`config.mk`:
```
export PLATFORM = sky130hd
export DESIGN_NAME = kmeans_color_quantizer
export DESIGN_NICKNAME = d
export VERILOG_FILES = /design/src/hw/rtl/kcq_pkg.sv /design/src/hw/rtl/kmeans_color_quantizer.sv /design/src/hw/rtl/kcq_front.sv /design/src/hw/rtl/kcq_back.sv
export VERILOG_INCLUDE_DIRS = /design/src /design/src/hw/rtl
export SDC_FILE = /design/constraint.sdc
export NUM_CORES = 2
export LEC_CHECK = 0
export BUFFER_PORTS_ARGS = -buffer_cell sky130_fd_sc_hd__buf_2
export CORE_AREA = 2 2 517 570
export CTS_CLUSTER_DIAMETER = 40
export DETAILED_ROUTE_END_ITERATION = 10
export DIE_AREA = 0 0 519 572
export SYNTH_ARGS = -nofsm -noshare
export SYNTH_HDL_FRONTEND = slang
export SYNTH_HIERARCHICAL = 1
export SYNTH_SLANG_ARGS = --single-unit
```
`constraint.sdc`:
```
create_clock -name i_clk -period 12.8 [get_ports i_clk]
set_input_delay 0.64 -clock i_clk [delete_from_list [all_inputs] [get_ports i_clk]]
set_output_delay 0.64 -clock i_clk [all_outputs]
set_load 0.02 [all_outputs]
```
`src/hw/rtl/kmeans_color_quantizer_defines.svh`:
```
// Assertion macros shared by the k-means color quantizer RTL.
`ifndef KMEANS_COLOR_QUANTIZER_DEFINES_SVH
`define KMEANS_COLOR_QUANTIZER_DEFINES_SVH
// Clocked implication check, silent during reset.
`define KCQ_ASSERT_IMPL(label, clk, rst_n, ante, cons, msg) \
    label: assert property (@(posedge clk) disable iff (!rst_n) (ante) |-> (cons)) \
        else $error(msg);
// Next-cycle implication check, silent during reset.
`define KCQ_ASSERT_NEXT(label, clk, rst_n, ante, cons, msg) \
    label: assert property (@(posedge clk) disable iff (!rst_n) (ante) |=> (cons)) \
        else $error(msg);
`endif

```
`src/hw/rtl/kcq_pkg.sv`:
```
// Shared types and constants of the k-means color quantizer.
package kcq_pkg;
    localparam int MAX_CLUSTERS_DEF = 8;
    localparam int MAX_PIXELS_DEF   = 1048576;
    // Counts have one bit above the nominal pixel budget; each channel sum adds seven bits.
    localparam int COUNT_W = $clog2(MAX_PIXELS_DEF) + 1;
    localparam int SUM_W   = COUNT_W + 7;
    localparam int DIST_W  = 18;
    localparam logic FUNC_PIXEL = 1'b0;
    localparam logic FUNC_LOAD  = 1'b1;

    typedef struct packed {
        logic        func;
        logic [2:0]  centroid_index;
        logic [23:0] color_in;
        logic        last_pixel;
    } t_in_item;

    typedef struct packed {
        logic [2:0]  label_out;
        logic [23:0] color_out;
        logic        pass_done;
        logic        converged;
    } t_out_item;

    // Classified pixel handed from the front part to the back part.
    typedef struct packed {
        logic [5:0]  label;
        logic [23:0] color;
        logic [23:0] chosen;
        logic        last;
    } t_work;

    function automatic logic [7:0] chan(input logic [23:0] rgb, input int c);
        chan = rgb[16-8*c +: 8];
    endfunction
endpackage

```
`src/hw/rtl/kmeans_color_quantizer.sv`:
```
// Top level of the k-means color quantizer: front classifier plus back accumulator.
// A pixel is compared with all N clusters in use; the back part then registers its result.
// Loads are taken every cycle while full is low; pixels wait until the front part is idle.
// A last pixel starts the bit-serial centroid division, three channels per cluster.
// Reset (synchronous, active low) clears sums, counts and control; cluster count is 8.
// The centroid table is not reset and must be loaded before pixels arrive.
module kmeans_color_quantizer #(
    parameter int MAX_CLUSTERS = kcq_pkg::MAX_CLUSTERS_DEF
) (
    input  logic               i_clk,
    input  logic               i_rst_n,
    input  logic               i_cfg_we,
    input  logic [3:0]         i_cfg_data,
    input  logic               push,
    output logic               full,
    input  kcq_pkg::t_in_item  i_item,
    output logic               empty,
    input  logic               pop,
    output kcq_pkg::t_out_item o_item
);
    import kcq_pkg::*;

    localparam int IW = (MAX_CLUSTERS > 1) ? $clog2(MAX_CLUSTERS) : 1;

    logic [3:0]    r_cluster_count;
    logic [IW-1:0] w_rd_idx;
    logic [23:0]   w_rd_data;
    logic          w_ld_we;
    logic [IW-1:0] w_ld_idx;
    logic [23:0]   w_ld_data;
    logic          w_wvalid;
    logic          w_wready;
    logic          w_busy;
    t_work         w_work;

    // The cluster count register; the user must write it only while the block is idle (not enforced here).
    always_ff @(posedge i_clk) begin
        if (!i_rst_n) r_cluster_count <= 4'd8;
        else if (i_cfg_we) r_cluster_count <= i_cfg_data;
    end

    // Front part: classifies one pixel at a time against the table.
    kcq_front #(.MAX_CLUSTERS(MAX_CLUSTERS), .IW(IW)) u_front (
        .i_clk, .i_rst_n, .i_cluster_count(r_cluster_count),
        .i_push(push), .o_full(full), .i_item,
        .o_rd_idx(w_rd_idx), .i_rd_data(w_rd_data),
        .o_ld_we(w_ld_we), .o_ld_idx(w_ld_idx), .o_ld_data(w_ld_data),
        .o_wvalid(w_wvalid), .o_work(w_work), .i_wready(w_wready), .i_busy(w_busy)
    );

    // Back part: owns the table, accumulators, divider and result register.
    kcq_back #(.MAX_CLUSTERS(MAX_CLUSTERS), .IW(IW)) u_back (
        .i_clk, .i_rst_n, .i_cluster_count(r_cluster_count),
        .i_wvalid(w_wvalid), .i_work(w_work), .o_wready(w_wready), .o_busy(w_busy),
        .i_ld_we(w_ld_we), .i_ld_idx(w_ld_idx), .i_ld_data(w_ld_data),
        .i_rd_idx(w_rd_idx), .o_rd_data(w_rd_data),
        .o_empty(empty), .i_pop(pop), .o_item
    );
endmodule

```
`src/hw/rtl/kcq_front.sv`:
```
// Front part: accepts items, loads centroids and labels pixels by a serial search.
module kcq_front #(
    parameter int MAX_CLUSTERS = kcq_pkg::MAX_CLUSTERS_DEF,
    parameter int IW = (MAX_CLUSTERS > 1) ? $clog2(MAX_CLUSTERS) : 1
) (
    input  logic              i_clk,
    input  logic              i_rst_n,
    input  logic [3:0]        i_cluster_count,
    input  logic              i_push,
    output logic              o_full,
    input  kcq_pkg::t_in_item i_item,
    // centroid table access shared with the back part's update
    output logic [IW-1:0]     o_rd_idx,
    input  logic [23:0]       i_rd_data,
    output logic              o_ld_we,
    output logic [IW-1:0]     o_ld_idx,
    output logic [23:0]       o_ld_data,
    output logic              o_wvalid,
    output kcq_pkg::t_work    o_work,
    input  logic              i_wready,
    input  logic              i_busy
);
    import kcq_pkg::*;

    typedef enum logic [1:0] {S_IDLE, S_SCAN, S_SEND} t_state;

    t_state          r_state;
    t_in_item        r_item;
    logic [IW:0]     r_i;
    logic [IW-1:0]   r_best;
    logic [DIST_W-1:0] r_best_d;
    logic [23:0]     r_best_c;
    logic [IW:0]     w_n;
    logic [DIST_W-1:0] w_d;
    logic [8:0]      w_df [3];

    always_comb begin
        if (i_cluster_count == 4'd0) w_n = (IW+1)'(1);
        else if (32'(i_cluster_count) > MAX_CLUSTERS) w_n = (IW+1)'(MAX_CLUSTERS);
        else w_n = (IW+1)'(i_cluster_count);
    end

    always_comb begin
        w_d = '0;
        for (int c = 0; c < 3; c++) begin
            w_df[c] = {1'b0, chan(r_item.color_in, c)} - {1'b0, chan(i_rd_data, c)};
            if (w_df[c][8]) w_df[c] = -w_df[c];
            w_d = w_d + DIST_W'({8'd0, w_df[c][7:0]} * {8'd0, w_df[c][7:0]});
        end
    end

    assign o_rd_idx = r_i[IW-1:0];
    assign o_full = (r_state != S_IDLE) || i_busy;
    assign o_ld_we = i_push && !o_full && i_item.func == FUNC_LOAD
                     && 32'(i_item.centroid_index) < MAX_CLUSTERS;
    assign o_ld_idx = IW'(i_item.centroid_index);
    assign o_ld_data = i_item.color_in;
    assign o_wvalid = (r_state == S_SEND);
    always_comb begin
        o_work = '0;
        o_work.label = 6'(r_best);
        o_work.color = r_item.color_in;
        o_work.chosen = r_best_c;
        o_work.last = r_item.last_pixel;
    end

    always_ff @(posedge i_clk) begin
        if (!i_rst_n) begin
            r_state <= S_IDLE;
            r_i <= '0;
        end else begin
            case (r_state)
                S_IDLE: begin
                    if (i_push && !o_full && i_item.func == FUNC_PIXEL) begin
                        r_item <= i_item;
                        r_i <= '0;
                        r_state <= S_SCAN;
                    end
                end
                S_SCAN: begin
                    if (r_i == '0 || w_d < r_best_d) begin
                        r_best_d <= w_d;
                        r_best <= r_i[IW-1:0];
                        r_best_c <= i_rd_data;
                    end
                    if (r_i + 1'b1 >= w_n) r_state <= S_SEND;
                    r_i <= r_i + 1'b1;
                end
                S_SEND: begin
                    if (i_wready) begin
                        r_state <= S_IDLE;
                        r_i <= '0;
                    end
                end
                default: r_state <= S_IDLE;
            endcase
        end
    end
endmodule

```
`src/hw/rtl/kcq_back.sv`:
```
// Back part: accumulates pixels, recomputes centroids with a serial divider.
`include "kmeans_color_quantizer_defines.svh"
module kcq_back #(
    parameter int MAX_CLUSTERS = kcq_pkg::MAX_CLUSTERS_DEF,
    parameter int IW = (MAX_CLUSTERS > 1) ? $clog2(MAX_CLUSTERS) : 1
) (
    input  logic              i_clk,
    input  logic              i_rst_n,
    input  logic [3:0]        i_cluster_count,
    input  logic              i_wvalid,
    input  kcq_pkg::t_work    i_work,
    output logic              o_wready,
    output logic              o_busy,
    input  logic              i_ld_we,
    input  logic [IW-1:0]     i_ld_idx,
    input  logic [23:0]       i_ld_data,
    input  logic [IW-1:0]     i_rd_idx,
    output logic [23:0]       o_rd_data,
    output logic              o_empty,
    input  logic              i_pop,
    output kcq_pkg::t_out_item o_item
);
    import kcq_pkg::*;

    typedef enum logic [1:0] {S_RUN, S_DIV, S_DONE} t_state;

    logic [23:0]        r_cent [MAX_CLUSTERS];
    logic [SUM_W-1:0]   r_sum  [MAX_CLUSTERS][3];
    logic [COUNT_W-1:0] r_cnt  [MAX_CLUSTERS];
    t_state             r_state;
    t_out_item          r_out;
    logic               r_full;
    logic [IW:0]        r_ci;
    logic [1:0]         r_ch;
    logic [4:0]         r_bit;
    logic [SUM_W-1:0]   r_quo;
    logic [COUNT_W:0]   r_rem;
    logic [23:0]        r_nv;
    logic               r_chg;
    logic [IW:0]        w_n;
    logic [IW-1:0]      w_lab;
    logic [COUNT_W:0]   w_trial;
    logic [SUM_W-1:0]   w_dividend;
    logic [7:0]         w_q8;
    logic [SUM_W:0]     w_s [3];

    always_comb begin
        if (i_cluster_count == 4'd0) w_n = (IW+1)'(1);
        else if (32'(i_cluster_count) > MAX_CLUSTERS) w_n = (IW+1)'(MAX_CLUSTERS);
        else w_n = (IW+1)'(i_cluster_count);
    end

    assign w_lab = i_work.label[IW-1:0];
    assign o_rd_data = r_cent[i_rd_idx];
    assign o_wready = (r_state == S_RUN) && !r_full;
    // A waiting result only holds the work handoff; the table is busy only
    // while it is being recomputed.
    assign o_busy = (r_state != S_RUN);
    assign o_empty = !r_full;
    assign o_item = r_out;
    assign w_dividend = r_sum[r_ci[IW-1:0]][r_ch];
    assign w_trial = {r_rem[COUNT_W-1:0], w_dividend[r_bit]};
    assign w_q8 = (r_quo > SUM_W'(255)) ? 8'hFF : r_quo[7:0];
    always_comb
        for (int c = 0; c < 3; c++)
            w_s[c] = {1'b0, r_sum[w_lab][c]} + (SUM_W+1)'(chan(i_work.color, c));

    always_ff @(posedge i_clk) begin
        if (i_ld_we) r_cent[i_ld_idx] <= i_ld_data;
        if (!i_rst_n) begin
            r_state <= S_RUN;
            r_full <= 1'b0;
            for (int k = 0; k < MAX_CLUSTERS; k++) begin
                r_cnt[k] <= '0;
                for (int c = 0; c < 3; c++) r_sum[k][c] <= '0;
            end
        end else begin
            if (i_pop && r_full) r_full <= 1'b0;
            case (r_state)
                S_RUN: begin
                    if (i_wvalid && o_wready) begin
                        for (int c = 0; c < 3; c++)
                            r_sum[w_lab][c] <= w_s[c][SUM_W] ? '1 : w_s[c][SUM_W-1:0];
                        if (r_cnt[w_lab] != '1) r_cnt[w_lab] <= r_cnt[w_lab] + 1'b1;
                        r_out.label_out <= 3'(w_lab);
                        r_out.color_out <= i_work.chosen;
                        r_out.pass_done <= i_work.last;
                        r_out.converged <= 1'b0;
                        if (i_work.last) begin
                            r_state <= S_DIV;
                            r_ci <= '0;
                            r_ch <= '0;
                            r_bit <= 5'(SUM_W-1);
                            r_rem <= '0;
                            r_chg <= 1'b0;
                        end else begin
                            r_full <= 1'b1;
                        end
                    end
                end
                S_DIV: begin
                    // one quotient bit per cycle, restoring
                    if (w_trial >= {1'b0, r_cnt[r_ci[IW-1:0]]}) begin
                        r_rem <= w_trial - {1'b0, r_cnt[r_ci[IW-1:0]]};
                        r_quo <= {r_quo[SUM_W-2:0], 1'b1};
                    end else begin
                        r_rem <= w_trial;
                        r_quo <= {r_quo[SUM_W-2:0], 1'b0};
                    end
                    if (r_bit == '0) r_state <= S_DONE;
                    else r_bit <= r_bit - 1'b1;
                end
                S_DONE: begin
                    if (r_ch != 2'd3) begin
                        r_nv[16-8*r_ch +: 8] <= w_q8;
                        r_ch <= r_ch + 1'b1;
                        if (r_ch != 2'd2) begin
                            r_bit <= 5'(SUM_W-1);
                            r_rem <= '0;
                            r_state <= S_DIV;
                        end
                    end else begin
                        if (r_cnt[r_ci[IW-1:0]] != '0) begin
                            r_cent[r_ci[IW-1:0]] <= r_nv;
                            if (r_nv != r_cent[r_ci[IW-1:0]]) r_chg <= 1'b1;
                        end
                        if (r_ci + 1'b1 >= w_n) begin
                            for (int k = 0; k < MAX_CLUSTERS; k++) begin
                                r_cnt[k] <= '0;
                                for (int c = 0; c < 3; c++) r_sum[k][c] <= '0;
                            end
                            r_out.converged <= !(r_chg || (r_cnt[r_ci[IW-1:0]] != '0
                                               && r_nv != r_cent[r_ci[IW-1:0]]));
                            r_full <= 1'b1;
                            r_state <= S_RUN;
                        end else begin
                            r_ci <= r_ci + 1'b1;
                            r_ch <= '0;
                            r_bit <= 5'(SUM_W-1);
                            r_rem <= '0;
                            r_state <= S_DIV;
                        end
                    end
                end
                default: r_state <= S_RUN;
            endcase
        end
    end

    `KCQ_ASSERT_IMPL(a_conv_needs_done, i_clk, i_rst_n, r_full && r_out.converged, r_out.pass_done, "converged without pass_done")
    `KCQ_ASSERT_IMPL(a_no_result_while_div, i_clk, i_rst_n, r_state == S_DIV, !r_full, "result shown during recompute")
    `KCQ_ASSERT_NEXT(a_accept_fills, i_clk, i_rst_n, i_wvalid && o_wready && !i_work.last, r_full, "accepted pixel gave no result")
endmodule
```
==> impl_metrics.toml <==
[timing]
relSlewSlack_pct = 12.32
drv_slew = 0
setup_viol = 0
hold_viol = 0
period_needed_ns = 11.66
finClkSkew_ns = 0.05564
worstMarginPinSlew_ns = 1.312
final.period_utilization_pct = 91.12
rsz0062_at_grt = "no"
fin_setup_tns_ns = 0
max_clock_freq_ghz = 0.08574

[final_layout]
nets = 6337
area_delta_synth_final_pct = 15.04
multi_input_area_um2 = 35380
drive_above_1_share_pct = 21.38
design_area_um2 = 83320
layout.area.seq_um2 = 33770
final.fill_count = 29729

[worst_setup_path]
required_ns = 13.30
r2r_start = "u_front/r_i[0]"
critPathSlowestCell = "dfxtp_4"
worst_path_most_repeated_cell = "fa_1"
cp-start-kind = "flip-flop"
critPathCaptureType = "flip-flop"
crit_path_max_fanout = 27
arrival_ns = 12.16
criticalPathCategory = "reg -> reg"
slowest_delay_ns = 0.72
crit_path_start = "u_front/r_i[0]"

[cts]
cts_tree = "built"
cts_buffers = 196
h-tree-depth = 4
insertion_delay_ns = 0.85
cts_buffer_depth = 3
clkTransAtPathRegs_ns = 0.06
clock-sinks = 1232
root_buffer = "clkbuf_16"

[job]
maxCapViolCount = 0

[route]
drtIter0Drc = 6228
vias = 52946
drc_errors = 0
via_per_inst = 5.275
wirelength_um = 241500
drtAntennaViolNets = 0
post_drt_wl_per_cell_um = 24.06
drt_pre_antenna_iters = 7

[floorplan]
core.rowCount = 208
boundaryPins = 69
core_um2 = 291000
initial_core_util_pct = 24.89
die_h_um = 572
die_width_um = 519
dieArea_um2 = 296900

[logic_synthesis]
synthesis.area_um2 = 72420
ys.warnings.count = 6
synth_nets = 6408
synth_cells = 6045
synth.avg_cell_area_um2 = 11.98

[placement]
dp_hpwl_um = 149900
gp_congestion = 0.8961
dpl_cell_area_um2 = 76420
io_buffers = 68

[global_routing]
grt_pass1_vias = 52935
grt_overflow = 0
grt_max_degree = 105
grt_pass1_wl_um = 352900
grt_usage_pct = 15.71
antenna_found_initial = 21

[worst_hold_path]
hp-class = "in -> reg"
worstHoldStart = "i_cfg_data[2]"

[run_status]
status = "finished clean"
layer usage:
layer	global-route usage [%]	vias to the layer above	part of all wire (%)	wire length (um)
met2	26.47	2987	48	115500
met3	2.959	641	9.4	22740
met4	7.259	8	4.5	10970
met1	19.43	26861	38	92280
li1	-	22449	-	-
met5	0	-	0.019	46
flip-flops by register name, indices dropped and copies added, names as in the netlist, 3 cells and up, named ones only:
name              cells
u_back/r_rem         21
u_front/r_best        3
u_front/r_best_c     24
u_front/r_i           4
u_back/r_bit          5
u_back/r_cnt        168
u_front/o_work       25
u_back/r_ci           4
u_back/r_quo         28
u_back/o_item        29
u_back/r_sum        672
u_back/r_cent       192
r_cluster_count       4
u_front/r_best_d     18
u_back/r_nv          24
critical path, delay by kind of cell (launching register included):
| family | cells | cell delay [ns] |
|---|---|---|
| simple gates | 3 | 0.53 |
| fa+ha+maj | 10 | 4.31 |
| mux | 2 | 0.87 |
| flops | 1 | 0.72 |
| buf+inv | 7 | 1.06 |
| xor+xnor | 3 | 0.99 |
| compound gates | 13 | 2.81 |
worst paths after layout:
kind | end | slack, ns | depth (start not counted)
worst max register to register | u_front/r_best_c[14] | 1.14 | 38
worst min register to register | u_back/o_item[19] | 0.42 | 0
worst min-delay path | r_cluster_count[2] | 0.09 | 3
worst max-delay path | u_front/r_best_c[14] | 1.14 | 38
final cells by class:
type,count,share of cell area (%)
clock inverter,132,1.807
clock buffer,238,6.325
inverter,279,1.260
multi-input combinational,4061,42.46
antenna,7,0.02102
timing repair buffer,204,1.760
sequential,1232,40.53
tap,3885,5.834
metrics by stage:
| stage | setup WS [ns] | cells | util, % | hold slack (ns) |
|---|---|---|---|---|
| after floorplan | 0.7637 | 6045 | - | 0.4003 |
| after global placement | 0.9540 | 9650 | 26.27 | 0.4028 |
| after detailed placement | 0.8758 | 9650 | 26.27 | 0.4072 |
| after CTS | 0.8291 | 10022 | 28.60 | 0.03572 |
| after global routing | 0.2818 | 10034 | 28.63 | 0.09248 |
| final | 1.137 | 10038 | 28.63 | 0.09343 |
layout by cell type (no fill, tap or decap), types with 36 or more instances in the layout:
master,n
a21o_1,36
a21oi_1,139
a221oi_1,53
a22oi_1,103
a31oi_1,44
buf_2,68
buf_4,126
clkbuf_16,202
dfxtp_1,319
edfxtp_1,908
fa_1,138
ha_1,187
inv_1,271
mux2_2,174
mux2_4,114
mux2i_1,172
mux4_2,368
nand2_1,161
nand2b_1,43
nand3_1,333
nor2_1,877
nor2b_1,45
nor3_1,52
o21ai_0,318
xnor2_1,110
xor2_1,60
timing repair:
item                       4_1_cts  5_1_grt
setup endpoints to repair        0       27
resized for setup                0        0
hold endpoints to repair         2        0
setup buffers                    0        9
hold buffers                     2        0
Power is left out: the tool's default activity adds up to more than one toggle a clock period on the data nets, which glitch-free logic cannot reach.
